**src/hw/rtl/l2h_pkg.sv**
```systemverilog
// Shared types and constants of the log2 latency histogram.
`timescale 1ns / 1ps
package l2h_pkg;

  // Command codes carried on the slave-side tuser
  localparam logic [1:0] CMD_RECORD  = 2'd0;
  localparam logic [1:0] CMD_PCTILE  = 2'd1;
  localparam logic [1:0] CMD_READ    = 2'd2;
  localparam logic [1:0] CMD_UNUSED  = 2'd3;

  // Fixed field widths of a transfer
  localparam int unsigned CMD_W   = 2;
  localparam int unsigned FIELD_W = 32;
  localparam int unsigned QUANT_W = 17;
  localparam int unsigned BIDX_W  = 5;

  // Percentile running sum saturates at 64 bits; comparison is done at 81 bits
  localparam int unsigned ACC_W   = 64;
  localparam int unsigned FRAC_W  = 16;
  localparam int unsigned CMP_W   = 81;

  // Wide enough for any bucket number or log2 result
  localparam int unsigned NUM_W   = 7;

  // Controller to datapath commands
  typedef struct packed {
    logic load;       // capture the incoming transfer
    logic rec_read;   // read the bucket a sample falls into
    logic rec_write;  // write back the incremented bucket, update min/max/count
    logic prep;       // form count*quantile, clear the walk
    logic walk_read;  // read the next bucket of the walk
    logic walk_add;   // add the bucket to the running sum
    logic rd_read;    // read the requested bucket
    logic finish;     // load the result register
  } l2h_ctl_t;

  // Datapath to controller status
  typedef struct packed {
    logic [1:0] cmd;     // captured command
    logic       walk_go; // walk continues with another bucket
  } l2h_sts_t;

endpackage

```
**src/hw/rtl/log2_latency_histogram.sv**
```systemverilog
// Top level of the power-of-two bucket latency histogram.
`timescale 1ns / 1ps
// Latency histogram with power-of-two buckets. A record transfer adds one to
// bucket floor(log2 sample) (samples 0 and 1 land in bucket 0, anything past
// the top lands in the last bucket) and updates the minimum, maximum and
// sample count. A percentile transfer walks the buckets from the bottom while
// running_sum*65536 <= count*quantile and answers 2^(buckets visited - 1); an
// empty histogram walks every bucket. A read transfer answers one bucket
// count, zero for an index of BUCKETS or more. Every result also carries the
// minimum, maximum and count, and all counters saturate. The block works on
// one transfer at a time and takes the next one in the cycle after its result
// is loaded. A read or unused command goes from decode straight to its result;
// a record reads its bucket and writes it back. A percentile query walks the
// buckets through the single read port of the bucket RAM, one read and one add
// per bucket visited, and visits at most BUCKETS buckets.
// The result sits in an output register, so the next transfer is taken while
// it waits; that transfer then holds in its final state, with the input not
// ready, until the register drains.
// The bucket RAM needs no clearing pass: a valid flag per bucket, cleared at
// reset, makes an unwritten bucket read as zero.
module log2_latency_histogram
  import l2h_pkg::*;
#(
  parameter int unsigned BUCKETS     = 32,
  parameter int unsigned SAMPLE_BITS = 32,
  parameter int unsigned COUNT_BITS  = 32
) (
  input  logic         clk_i,
  input  logic         rst_ni,
  input  logic         s_axis_tvalid,
  output logic         s_axis_tready,
  // [31:0] sample, [48:32] quantile, [53:49] bucket_index, [55:54] zero
  input  logic [55:0]  s_axis_tdata,
  // [1:0] command
  input  logic [1:0]   s_axis_tuser,
  output logic         m_axis_tvalid,
  input  logic         m_axis_tready,
  // [31:0] value, [63:32] smallest, [95:64] largest, [127:96] sample_count
  output logic [127:0] m_axis_tdata
);

  l2h_ctl_t ctl;
  l2h_sts_t sts;

  // Sequence each transfer and hold the result valid flag
  l2h_ctrl u_ctrl (
    .clk_i       (clk_i),
    .rst_ni      (rst_ni),
    .in_valid_i  (s_axis_tvalid),
    .in_ready_o  (s_axis_tready),
    .out_valid_o (m_axis_tvalid),
    .out_ready_i (m_axis_tready),
    .sts_i       (sts),
    .ctl_o       (ctl)
  );

  // Bucket store, statistics, percentile walk and result register
  l2h_dpath #(
    .BUCKETS     (BUCKETS),
    .SAMPLE_BITS (SAMPLE_BITS),
    .COUNT_BITS  (COUNT_BITS)
  ) u_dpath (
    .clk_i          (clk_i),
    .rst_ni         (rst_ni),
    .ctl_i          (ctl),
    .sts_o          (sts),
    .command_i      (s_axis_tuser),
    .sample_i       (s_axis_tdata[31:0]),
    .quantile_i     (s_axis_tdata[48:32]),
    .bucket_index_i (s_axis_tdata[53:49]),
    .value_o        (m_axis_tdata[31:0]),
    .smallest_o     (m_axis_tdata[63:32]),
    .largest_o      (m_axis_tdata[95:64]),
    .sample_count_o (m_axis_tdata[127:96])
  );

endmodule

```
**src/hw/rtl/l2h_ram.sv**
```systemverilog
// Generic single write port RAM with one registered read port.
`timescale 1ns / 1ps
module l2h_ram #(
  parameter int unsigned WIDTH = 32,
  parameter int unsigned DEPTH = 32
) (
  input  logic                     clk_i,
  input  logic                     we_i,
  input  logic [$clog2(DEPTH)-1:0] waddr_i,
  input  logic [WIDTH-1:0]         wdata_i,
  input  logic                     re_i,
  input  logic [$clog2(DEPTH)-1:0] raddr_i,
  output logic [WIDTH-1:0]         rdata_o
);

  logic [WIDTH-1:0] mem [DEPTH];
  logic [WIDTH-1:0] rdata_q;

  always_ff @(posedge clk_i) begin
    if (we_i) begin
      mem[waddr_i] <= wdata_i;
    end
    if (re_i) begin
      rdata_q <= mem[raddr_i];
    end
  end

  assign rdata_o = rdata_q;

endmodule

```
**src/hw/rtl/l2h_ctrl.sv**
```systemverilog
// Sequencing state machine of the log2 latency histogram.
`timescale 1ns / 1ps
module l2h_ctrl
  import l2h_pkg::*;
(
  input  logic     clk_i,
  input  logic     rst_ni,
  input  logic     in_valid_i,
  output logic     in_ready_o,
  output logic     out_valid_o,
  input  logic     out_ready_i,
  input  l2h_sts_t sts_i,
  output l2h_ctl_t ctl_o
);

  localparam logic [2:0] S_IDLE     = 3'd0;
  localparam logic [2:0] S_DECODE   = 3'd1;
  localparam logic [2:0] S_REC_WR   = 3'd2;
  localparam logic [2:0] S_WALK_CHK = 3'd3;
  localparam logic [2:0] S_WALK_ADD = 3'd4;
  localparam logic [2:0] S_DONE     = 3'd5;

  logic [2:0] state_q, state_d;
  logic       out_vld_q, out_vld_d;
  logic       out_free;

  // Result register can take a new result when empty or being drained
  assign out_free = !out_vld_q || out_ready_i;

  always_comb begin
    state_d   = state_q;
    ctl_o     = '0;
    out_vld_d = out_vld_q && !out_ready_i;
    case (state_q)
      S_IDLE: begin
        if (in_valid_i) begin
          ctl_o.load = 1'b1;
          state_d    = S_DECODE;
        end
      end
      S_DECODE: begin
        case (sts_i.cmd)
          CMD_RECORD: begin
            ctl_o.rec_read = 1'b1;
            state_d        = S_REC_WR;
          end
          CMD_PCTILE: begin
            ctl_o.prep = 1'b1;
            state_d    = S_WALK_CHK;
          end
          CMD_READ: begin
            ctl_o.rd_read = 1'b1;
            state_d       = S_DONE;
          end
          default: begin
            state_d = S_DONE;
          end
        endcase
      end
      S_REC_WR: begin
        ctl_o.rec_write = 1'b1;
        state_d         = S_DONE;
      end
      S_WALK_CHK: begin
        if (sts_i.walk_go) begin
          ctl_o.walk_read = 1'b1;
          state_d         = S_WALK_ADD;
        end else begin
          state_d = S_DONE;
        end
      end
      S_WALK_ADD: begin
        ctl_o.walk_add = 1'b1;
        state_d        = S_WALK_CHK;
      end
      S_DONE: begin
        if (out_free) begin
          ctl_o.finish = 1'b1;
          out_vld_d    = 1'b1;
          state_d      = S_IDLE;
        end
      end
      default: begin
        state_d = S_IDLE;
      end
    endcase
  end

  always_ff @(posedge clk_i or negedge rst_ni) begin
    if (!rst_ni) begin
      state_q   <= S_IDLE;
      out_vld_q <= 1'b0;
    end else begin
      state_q   <= state_d;
      out_vld_q <= out_vld_d;
    end
  end

  assign in_ready_o  = (state_q == S_IDLE);
  assign out_valid_o = out_vld_q;

endmodule

```
**src/hw/rtl/l2h_dpath.sv**
```systemverilog
// Datapath of the log2 latency histogram: bucket store, statistics, walk, result.
`timescale 1ns / 1ps
module l2h_dpath
  import l2h_pkg::*;
#(
  parameter int unsigned BUCKETS     = 32,
  parameter int unsigned SAMPLE_BITS = 32,
  parameter int unsigned COUNT_BITS  = 32
) (
  input  logic               clk_i,
  input  logic               rst_ni,
  input  l2h_ctl_t           ctl_i,
  output l2h_sts_t           sts_o,
  input  logic [CMD_W-1:0]   command_i,
  input  logic [FIELD_W-1:0] sample_i,
  input  logic [QUANT_W-1:0] quantile_i,
  input  logic [BIDX_W-1:0]  bucket_index_i,
  output logic [FIELD_W-1:0] value_o,
  output logic [FIELD_W-1:0] smallest_o,
  output logic [FIELD_W-1:0] largest_o,
  output logic [FIELD_W-1:0] sample_count_o
);

  localparam int unsigned IDX_W  = $clog2(BUCKETS);
  localparam int unsigned STEP_W = $clog2(BUCKETS + 1);
  localparam int unsigned RHS_W  = COUNT_BITS + QUANT_W;

  // Captured transfer
  logic [CMD_W-1:0]       cmd_q;
  logic [SAMPLE_BITS-1:0] smp_q;
  logic [QUANT_W-1:0]     quant_q;
  logic [BIDX_W-1:0]      bidx_q;

  // Statistics
  logic [SAMPLE_BITS-1:0] min_q, min_d;
  logic [SAMPLE_BITS-1:0] max_q, max_d;
  logic [COUNT_BITS-1:0]  cnt_q, cnt_d;

  // Walk state
  logic [ACC_W-1:0]  acc_q, acc_d;
  logic [STEP_W-1:0] steps_q, steps_d;
  logic [RHS_W-1:0]  rhs_q;
  logic [IDX_W-1:0]  bkt_q;

  // Bucket store and its valid bits
  logic [BUCKETS-1:0]    vld_q;
  logic                  rd_vld_q;
  logic [IDX_W-1:0]      raddr;
  logic [COUNT_BITS-1:0] rdata;
  logic [COUNT_BITS-1:0] eff_cnt;
  logic [COUNT_BITS-1:0] inc_cnt;

  logic [NUM_W-1:0]       lg;
  logic [IDX_W-1:0]       bkt_sel;
  logic [NUM_W-1:0]       idx_ext;
  logic                   idx_in_rng;
  logic [ACC_W:0]         acc_sum;
  logic [CMP_W-1:0]       cmp_lhs;
  logic [CMP_W-1:0]       cmp_rhs;
  logic [STEP_W-1:0]      shamt;
  logic [NUM_W-1:0]       shamt_ext;
  logic [FIELD_W-1:0]     value_d;
  logic [FIELD_W-1:0]     res_val_q;
  logic [SAMPLE_BITS-1:0] res_min_q;
  logic [SAMPLE_BITS-1:0] res_max_q;
  logic [COUNT_BITS-1:0]  res_cnt_q;

  // Highest set bit of the sample, samples 0 and 1 give bucket 0
  always_comb begin
    lg = '0;
    for (int i = 1; i < SAMPLE_BITS; i++) begin
      if (smp_q[i]) begin
        lg = NUM_W'(i);
      end
    end
  end

  // Clamp to the last bucket
  assign bkt_sel = (lg > NUM_W'(BUCKETS - 1)) ? IDX_W'(BUCKETS - 1) : lg[IDX_W-1:0];

  assign idx_ext    = NUM_W'(bidx_q);
  assign idx_in_rng = idx_ext < NUM_W'(BUCKETS);

  always_comb begin
    raddr = bkt_sel;
    if (ctl_i.walk_read) begin
      raddr = steps_q[IDX_W-1:0];
    end else if (ctl_i.rd_read) begin
      raddr = idx_ext[IDX_W-1:0];
    end
  end

  l2h_ram #(
    .WIDTH (COUNT_BITS),
    .DEPTH (BUCKETS)
  ) u_ram (
    .clk_i   (clk_i),
    .we_i    (ctl_i.rec_write),
    .waddr_i (bkt_q),
    .wdata_i (inc_cnt),
    .re_i    (ctl_i.rec_read | ctl_i.walk_read | ctl_i.rd_read),
    .raddr_i (raddr),
    .rdata_o (rdata)
  );

  // An entry never written since reset reads as zero
  assign eff_cnt = rd_vld_q ? rdata : '0;
  assign inc_cnt = (eff_cnt == '1) ? eff_cnt : COUNT_BITS'(eff_cnt + 1'b1);

  // Saturating running sum
  assign acc_sum = {1'b0, acc_q} + (ACC_W + 1)'(eff_cnt);

  // running_sum * 65536 <= total * quantile
  assign cmp_lhs = CMP_W'({acc_q, {FRAC_W{1'b0}}});
  assign cmp_rhs = CMP_W'(rhs_q);
  assign sts_o.walk_go = (steps_q < STEP_W'(BUCKETS)) && (cmp_lhs <= cmp_rhs);
  assign sts_o.cmd     = cmd_q;

  always_comb begin
    min_d   = min_q;
    max_d   = max_q;
    cnt_d   = cnt_q;
    acc_d   = acc_q;
    steps_d = steps_q;
    if (ctl_i.rec_write) begin
      if (smp_q < min_q) begin
        min_d = smp_q;
      end
      if (smp_q > max_q) begin
        max_d = smp_q;
      end
      if (cnt_q != '1) begin
        cnt_d = COUNT_BITS'(cnt_q + 1'b1);
      end
    end
    if (ctl_i.prep) begin
      acc_d   = '0;
      steps_d = '0;
    end else if (ctl_i.walk_add) begin
      acc_d   = acc_sum[ACC_W] ? '1 : acc_sum[ACC_W-1:0];
      steps_d = STEP_W'(steps_q + 1'b1);
    end
  end

  // Percentile answer is 2^(steps-1), at least bucket 0
  assign shamt     = (steps_q == '0) ? '0 : STEP_W'(steps_q - 1'b1);
  assign shamt_ext = NUM_W'(shamt);

  always_comb begin
    value_d = '0;
    case (cmd_q)
      CMD_PCTILE: begin
        if (shamt_ext < NUM_W'(FIELD_W)) begin
          value_d = FIELD_W'(1) << shamt_ext[$clog2(FIELD_W)-1:0];
        end
      end
      CMD_READ: begin
        if (idx_in_rng) begin
          value_d = FIELD_W'(eff_cnt);
        end
      end
      default: begin
        value_d = '0;
      end
    endcase
  end

  always_ff @(posedge clk_i or negedge rst_ni) begin
    if (!rst_ni) begin
      min_q    <= '1;
      max_q    <= '0;
      cnt_q    <= '0;
      vld_q    <= '0;
      rd_vld_q <= 1'b0;
    end else begin
      min_q <= min_d;
      max_q <= max_d;
      cnt_q <= cnt_d;
      if (ctl_i.rec_write) begin
        vld_q[bkt_q] <= 1'b1;
      end
      if (ctl_i.rec_read | ctl_i.walk_read | ctl_i.rd_read) begin
        rd_vld_q <= vld_q[raddr];
      end
    end
  end

  always_ff @(posedge clk_i) begin
    if (ctl_i.load) begin
      cmd_q   <= command_i;
      smp_q   <= SAMPLE_BITS'(sample_i);
      quant_q <= quantile_i;
      bidx_q  <= bucket_index_i;
    end
    if (ctl_i.rec_read) begin
      bkt_q <= bkt_sel;
    end
    if (ctl_i.prep) begin
      rhs_q <= RHS_W'(cnt_q) * RHS_W'(quant_q);
    end
    acc_q   <= acc_d;
    steps_q <= steps_d;
    if (ctl_i.finish) begin
      res_val_q <= value_d;
      res_min_q <= min_q;
      res_max_q <= max_q;
      res_cnt_q <= cnt_q;
    end
  end

  assign value_o        = res_val_q;
  assign smallest_o     = FIELD_W'(res_min_q);
  assign largest_o      = FIELD_W'(res_max_q);
  assign sample_count_o = FIELD_W'(res_cnt_q);

endmodule
```
**config.mk**
```make
export PLATFORM = sky130hd
export DESIGN_NAME = log2_latency_histogram
export DESIGN_NICKNAME = d
export VERILOG_FILES = /design/src/hw/rtl/l2h_pkg.sv /design/src/hw/rtl/log2_latency_histogram.sv /design/src/hw/rtl/l2h_ram.sv /design/src/hw/rtl/l2h_ctrl.sv /design/src/hw/rtl/l2h_dpath.sv
export SDC_FILE = /design/constraint.sdc
export NUM_CORES = 2
export LEC_CHECK = 0
export BUFFER_PORTS_ARGS = -buffer_cell sky130_fd_sc_hd__buf_2
export CORE_AREA = 5 5 433 478
export DETAILED_ROUTE_END_ITERATION = 16
export DIE_AREA = 0 0 438 483
export GPL_TIMING_DRIVEN = 0
export SLEW_MARGIN = 20
export SYNTH_ARGS = -nofsm -noshare
export SYNTH_HDL_FRONTEND = slang
export SYNTH_SLANG_ARGS = --single-unit
```
**constraint.sdc**
```tcl
create_clock -name clk_i -period 18.2 [get_ports clk_i]
set_input_delay 0 -clock clk_i [delete_from_list [all_inputs] [get_ports clk_i]]
set_output_delay 0 -clock clk_i [all_outputs]
set_load 0.01 [all_outputs]
```
==> results.md <==
- CTS max path bufs: 3
- Hold path cells: 5
- WS Path Type: flop to flop
- Post-detail-place hpwl: 189300 µm
- Placed cell count: 10020
- Final Hold Fails: 0
- HP Class: primary input to flop
- Clock skew: 59.70 ps
- Cell family with the largest share of critical-path delay: adder cells
- Top cell type's share of synthesized area: 48.57%
- CTS Buf Count: 154
- Die area: 211600 µm²
- Fmax: 0.1153 GHz
- Overflow after GRT: 0
- Number of remaining DRC errors: 0
- CP bufs+invs: 7
- Row Count: 173
- Synthesized cell area: 80010 µm²
- Die height: 483 µm
- Synthesized area per cell: 11.28 µm²
- Syn nets: 7868
- Tot GR Track Use: 23.31%
- Crit-path slowest cell: a2111oi_0
- Synthesized flop and latch total: 1497
- Library cells used by synthesis: 85
- Worst R2R Start: u_dpath.cnt_q[12]$_DFFE_PN0P_
- R2R depth: 25
- Mapped Cells: 7096
- Post-layout nets: 8436
- Fin crit share: 47.64%
- Startpoint Class: flop
- Status: complete, no violations
- CTS Sinks: 1497
- Yosys warnings: 0
- Die X: 438 µm
- Most used DFF post-synth: edfxtp_1
- Number of synthesized flops with an enable pin: 1294
- Total core area: 201300 µm²
- Later-pin clock latency in the skew report: 820 ps
- DR pass1 iterations: 6
- Initial Utilization: 39.75%
- Share of layout cells above drive strength 1: 11.43%
- Count of final setup violators: 0
- Worst Hold Endpoint: u_ctrl.state_q[0]$_DFFE_PN0P_
- Leakage Power: 37.30 nW
- R2r setup slk: 9530 ps
- Routability Congestion: 0.9378
- Post-CTS setup buffer count: 0
- Slew Limit Fails: 0
- Post-route antenna net violation count: 0
- CTS tree: built
- Area grow syn2layout: 16.40%
- Crit path DAT: 9260 ps
- Number of I/O pins: 192
- Tmin final: 8670 ps
- Peak supply drop: 90.05 µV
- Relative slew slack: 18.58%
- Global-route wire length before repair: 369600 µm
- Max Fanout on Critical Path: 10
- DR WL/cell: 24.00 µm
- Ys async rst share: 8.884%
- H-tree depth: 4
- Antenna violations before repair: 20
- RSZ-0062 raised after global routing: no
- FILL cells: 18230
- Initial drt markers: 5186
- PD cells: 141.3 nW/µm²
- DR vias: 56890
- Crit path largest cell delay: 790 ps
- Vias in the first global route: 57020
- Sequential share of the synthesized area: 54.53%
- Most frequent CP cell: fa_1
- Max_cap viols: 0
- IO Port Bufs: 189
- Register Area: 43630 µm²
- Crit path capture type: flop
- Area occupied by multi-input gates: 33030 µm²
- Drt via density: 5.452
- Finished Layout Cells: 10430
- Critical Path RT: 18790 ps
- Largest net degree at the start of global routing: 78
- Fin Setup TNS: 0 ps
- R2r endpoint: u_dpath.rhs_q[48]$_DFFE_PP_
- Worst slew pin tran: 1221 ps
- Drt total wl: 250400 µm
- Area contributors post-synth: edfxtp_1 49%, fa_1 11%, nand2_1 8.6%, ha_1 4.1%, dfrtp_1 3.2%
- Dominant cell type by area after synthesis: edfxtp_1
- CTS root buf: clkbuf_16
- Worst-path clk slew: 60 ps
- Hold path startpoint: s_axis_tvalid
-- what timing repair did --
item | 4_1_cts | 5_1_grt
resized for setup | 0 | 0
hold endpoints to repair | 237 | 0
hold buffers | 117 | 0
-- cells by family after synthesis --
logic type               count (synthesis)  share of synthesized area [%]
AND/OR/NAND/NOR                       2803                          15.37
flip-flops                            1497                          54.53
buffers and inverters                  989                          4.992
AO/OA/AOI/OAI                          853                          6.887
adder cells (fa/ha/maj)                710                          15.33
XOR/XNOR                               158                          1.730
multiplexers                            86                          1.174
-- tightest hold or removal path: stages --
cell and delay (ps):
dlygate4sd3_1 520, buf_2 130, or3_1 100, o21ai_0 70
o32ai_1 120
-- state kept, by name, indices dropped and copies added (netlist names), 3 cells and up --
name,cells
u_dpath.quant_q,17
u_dpath.cnt_q,32
u_dpath.largest_o,32
u_dpath.smp_q,32
u_dpath.bidx_q,5
u_ctrl.state_q,3
u_dpath.bkt_q,5
u_dpath.vld_q,32
u_dpath.acc_q,64
u_dpath.rhs_q,49
u_dpath.smallest_o,32
u_dpath.max_q,32
u_dpath.u_ram.mem,1024
u_dpath.sample_count_o,32
u_dpath.min_q,32
u_dpath.steps_q,6
u_dpath.u_ram.rdata_o,32
u_dpath.value_o,32
-- report_power, final --
group / switching (mW) / internal (mW) / total [mW]
Clock: 1.42 / 1.75 / 3.17
Combinational: 3.60 / 1.61 / 5.21
Sequential: 0.245 / 4.53 / 4.78
-- cell usage after synthesis, types with 6 or more instances --
cell type  instances
o21bai_1          12
buf_4             19
a21o_1            47
o211ai_1         262
dfxtp_1           70
buf_2            119
nor4_1            19
a211o_1            6
and2_1           165
nor2b_1           45
and3_1            18
xor2_1            50
dfrtp_1          101
mux2_2            59
a21oi_1          146
mux2i_1           26
xnor2_1          108
buf_6              8
and4_1            44
o31ai_1            8
a22oi_1           15
a211oi_1          23
ha_1             260
nand3_1          327
nand2_1         1837
buf_1             34
inv_1            594
nor3_1            47
a31oi_1           19
a32oi_1            9
o21ai_0          209
nor2_1           152
clkbuf_1         213
or3_1             14
dfstp_2           32
a21boi_0          12
o21a_1            19
fa_1             450
edfxtp_1        1294
or2_2             41
nand4_1           39
o2111ai_1         11
nand2b_1          23
o21ai_1           25
-- stage by stage --
step	total power [mW]	utilization [%]	area (µm²)	hold WS, ps	worst slack (ps)
global placement	9.691	41.85	84240	176.7	1464
CTS	13.16	46.24	93070	115.0	9735
finish	13.16	46.26	93130	179.0	9530
floorplan	7.636	-	80010	-295.6	7335
global route	13.76	46.24	93090	180.5	9235
detailed placement	9.973	43.13	86820	-26.26	9753
-- layer usage --
layer	part of all wire (%)	track usage (%)	vias to the layer above
li1	-	-	25300
met1	39	29.31	28660
met2	49	39.31	2405
met3	7.7	4.421	516
met4	4.9	10.15	4
met5	0.011	0	-
-- worst max path at each step --
stage          cells past startpoint                          start  slack, ps                                    to
2_1_floorplan                      3  u_ctrl.state_q[2]$_DFFE_PN0P_       7330        u_dpath.largest_o[0]$_DFFE_PP_
6_report                          25  u_dpath.cnt_q[12]$_DFFE_PN0P_       9530           u_dpath.rhs_q[48]$_DFFE_PP_
3_3_place_gp                       3  u_ctrl.state_q[2]$_DFFE_PN0P_       1460  u_dpath.sample_count_o[30]$_DFFE_PP_
4_1_cts                           25   u_dpath.cnt_q[6]$_DFFE_PN0P_       9740           u_dpath.rhs_q[47]$_DFFE_PP_
5_1_grt                           25   u_dpath.cnt_q[3]$_DFFE_PN0P_       9240           u_dpath.rhs_q[47]$_DFFE_PP_
3_5_place_dp                      25   u_dpath.cnt_q[6]$_DFFE_PN0P_       9750           u_dpath.rhs_q[47]$_DFFE_PP_
-- layout by cell type, fill, tap and decap left out, types with 156 or more instances in the layout --
cell,instances
nand2_1,1836
nand3_1,327
clkbuf_1,243
clkbuf_16,156
edfxtp_1,1294
o211ai_1,262
and2_1,163
fa_1,450
ha_1,260
buf_2,307
o21ai_0,207
inv_1,594
-- layout make-up --
cell class / instances / share of cell area (%)
diodes: 16 / 0.04299
plain buffers: 394 / 1.896
clock buffers: 193 / 4.395
clock inverters: 92 / 1.047
inverters: 595 / 2.398
multi-input cells: 4610 / 35.47
flip-flops and latches: 1497 / 46.85
well taps: 2625 / 3.527
repair buffers: 412 / 4.384
Note: power is estimated with default switching activity, not from simulation.
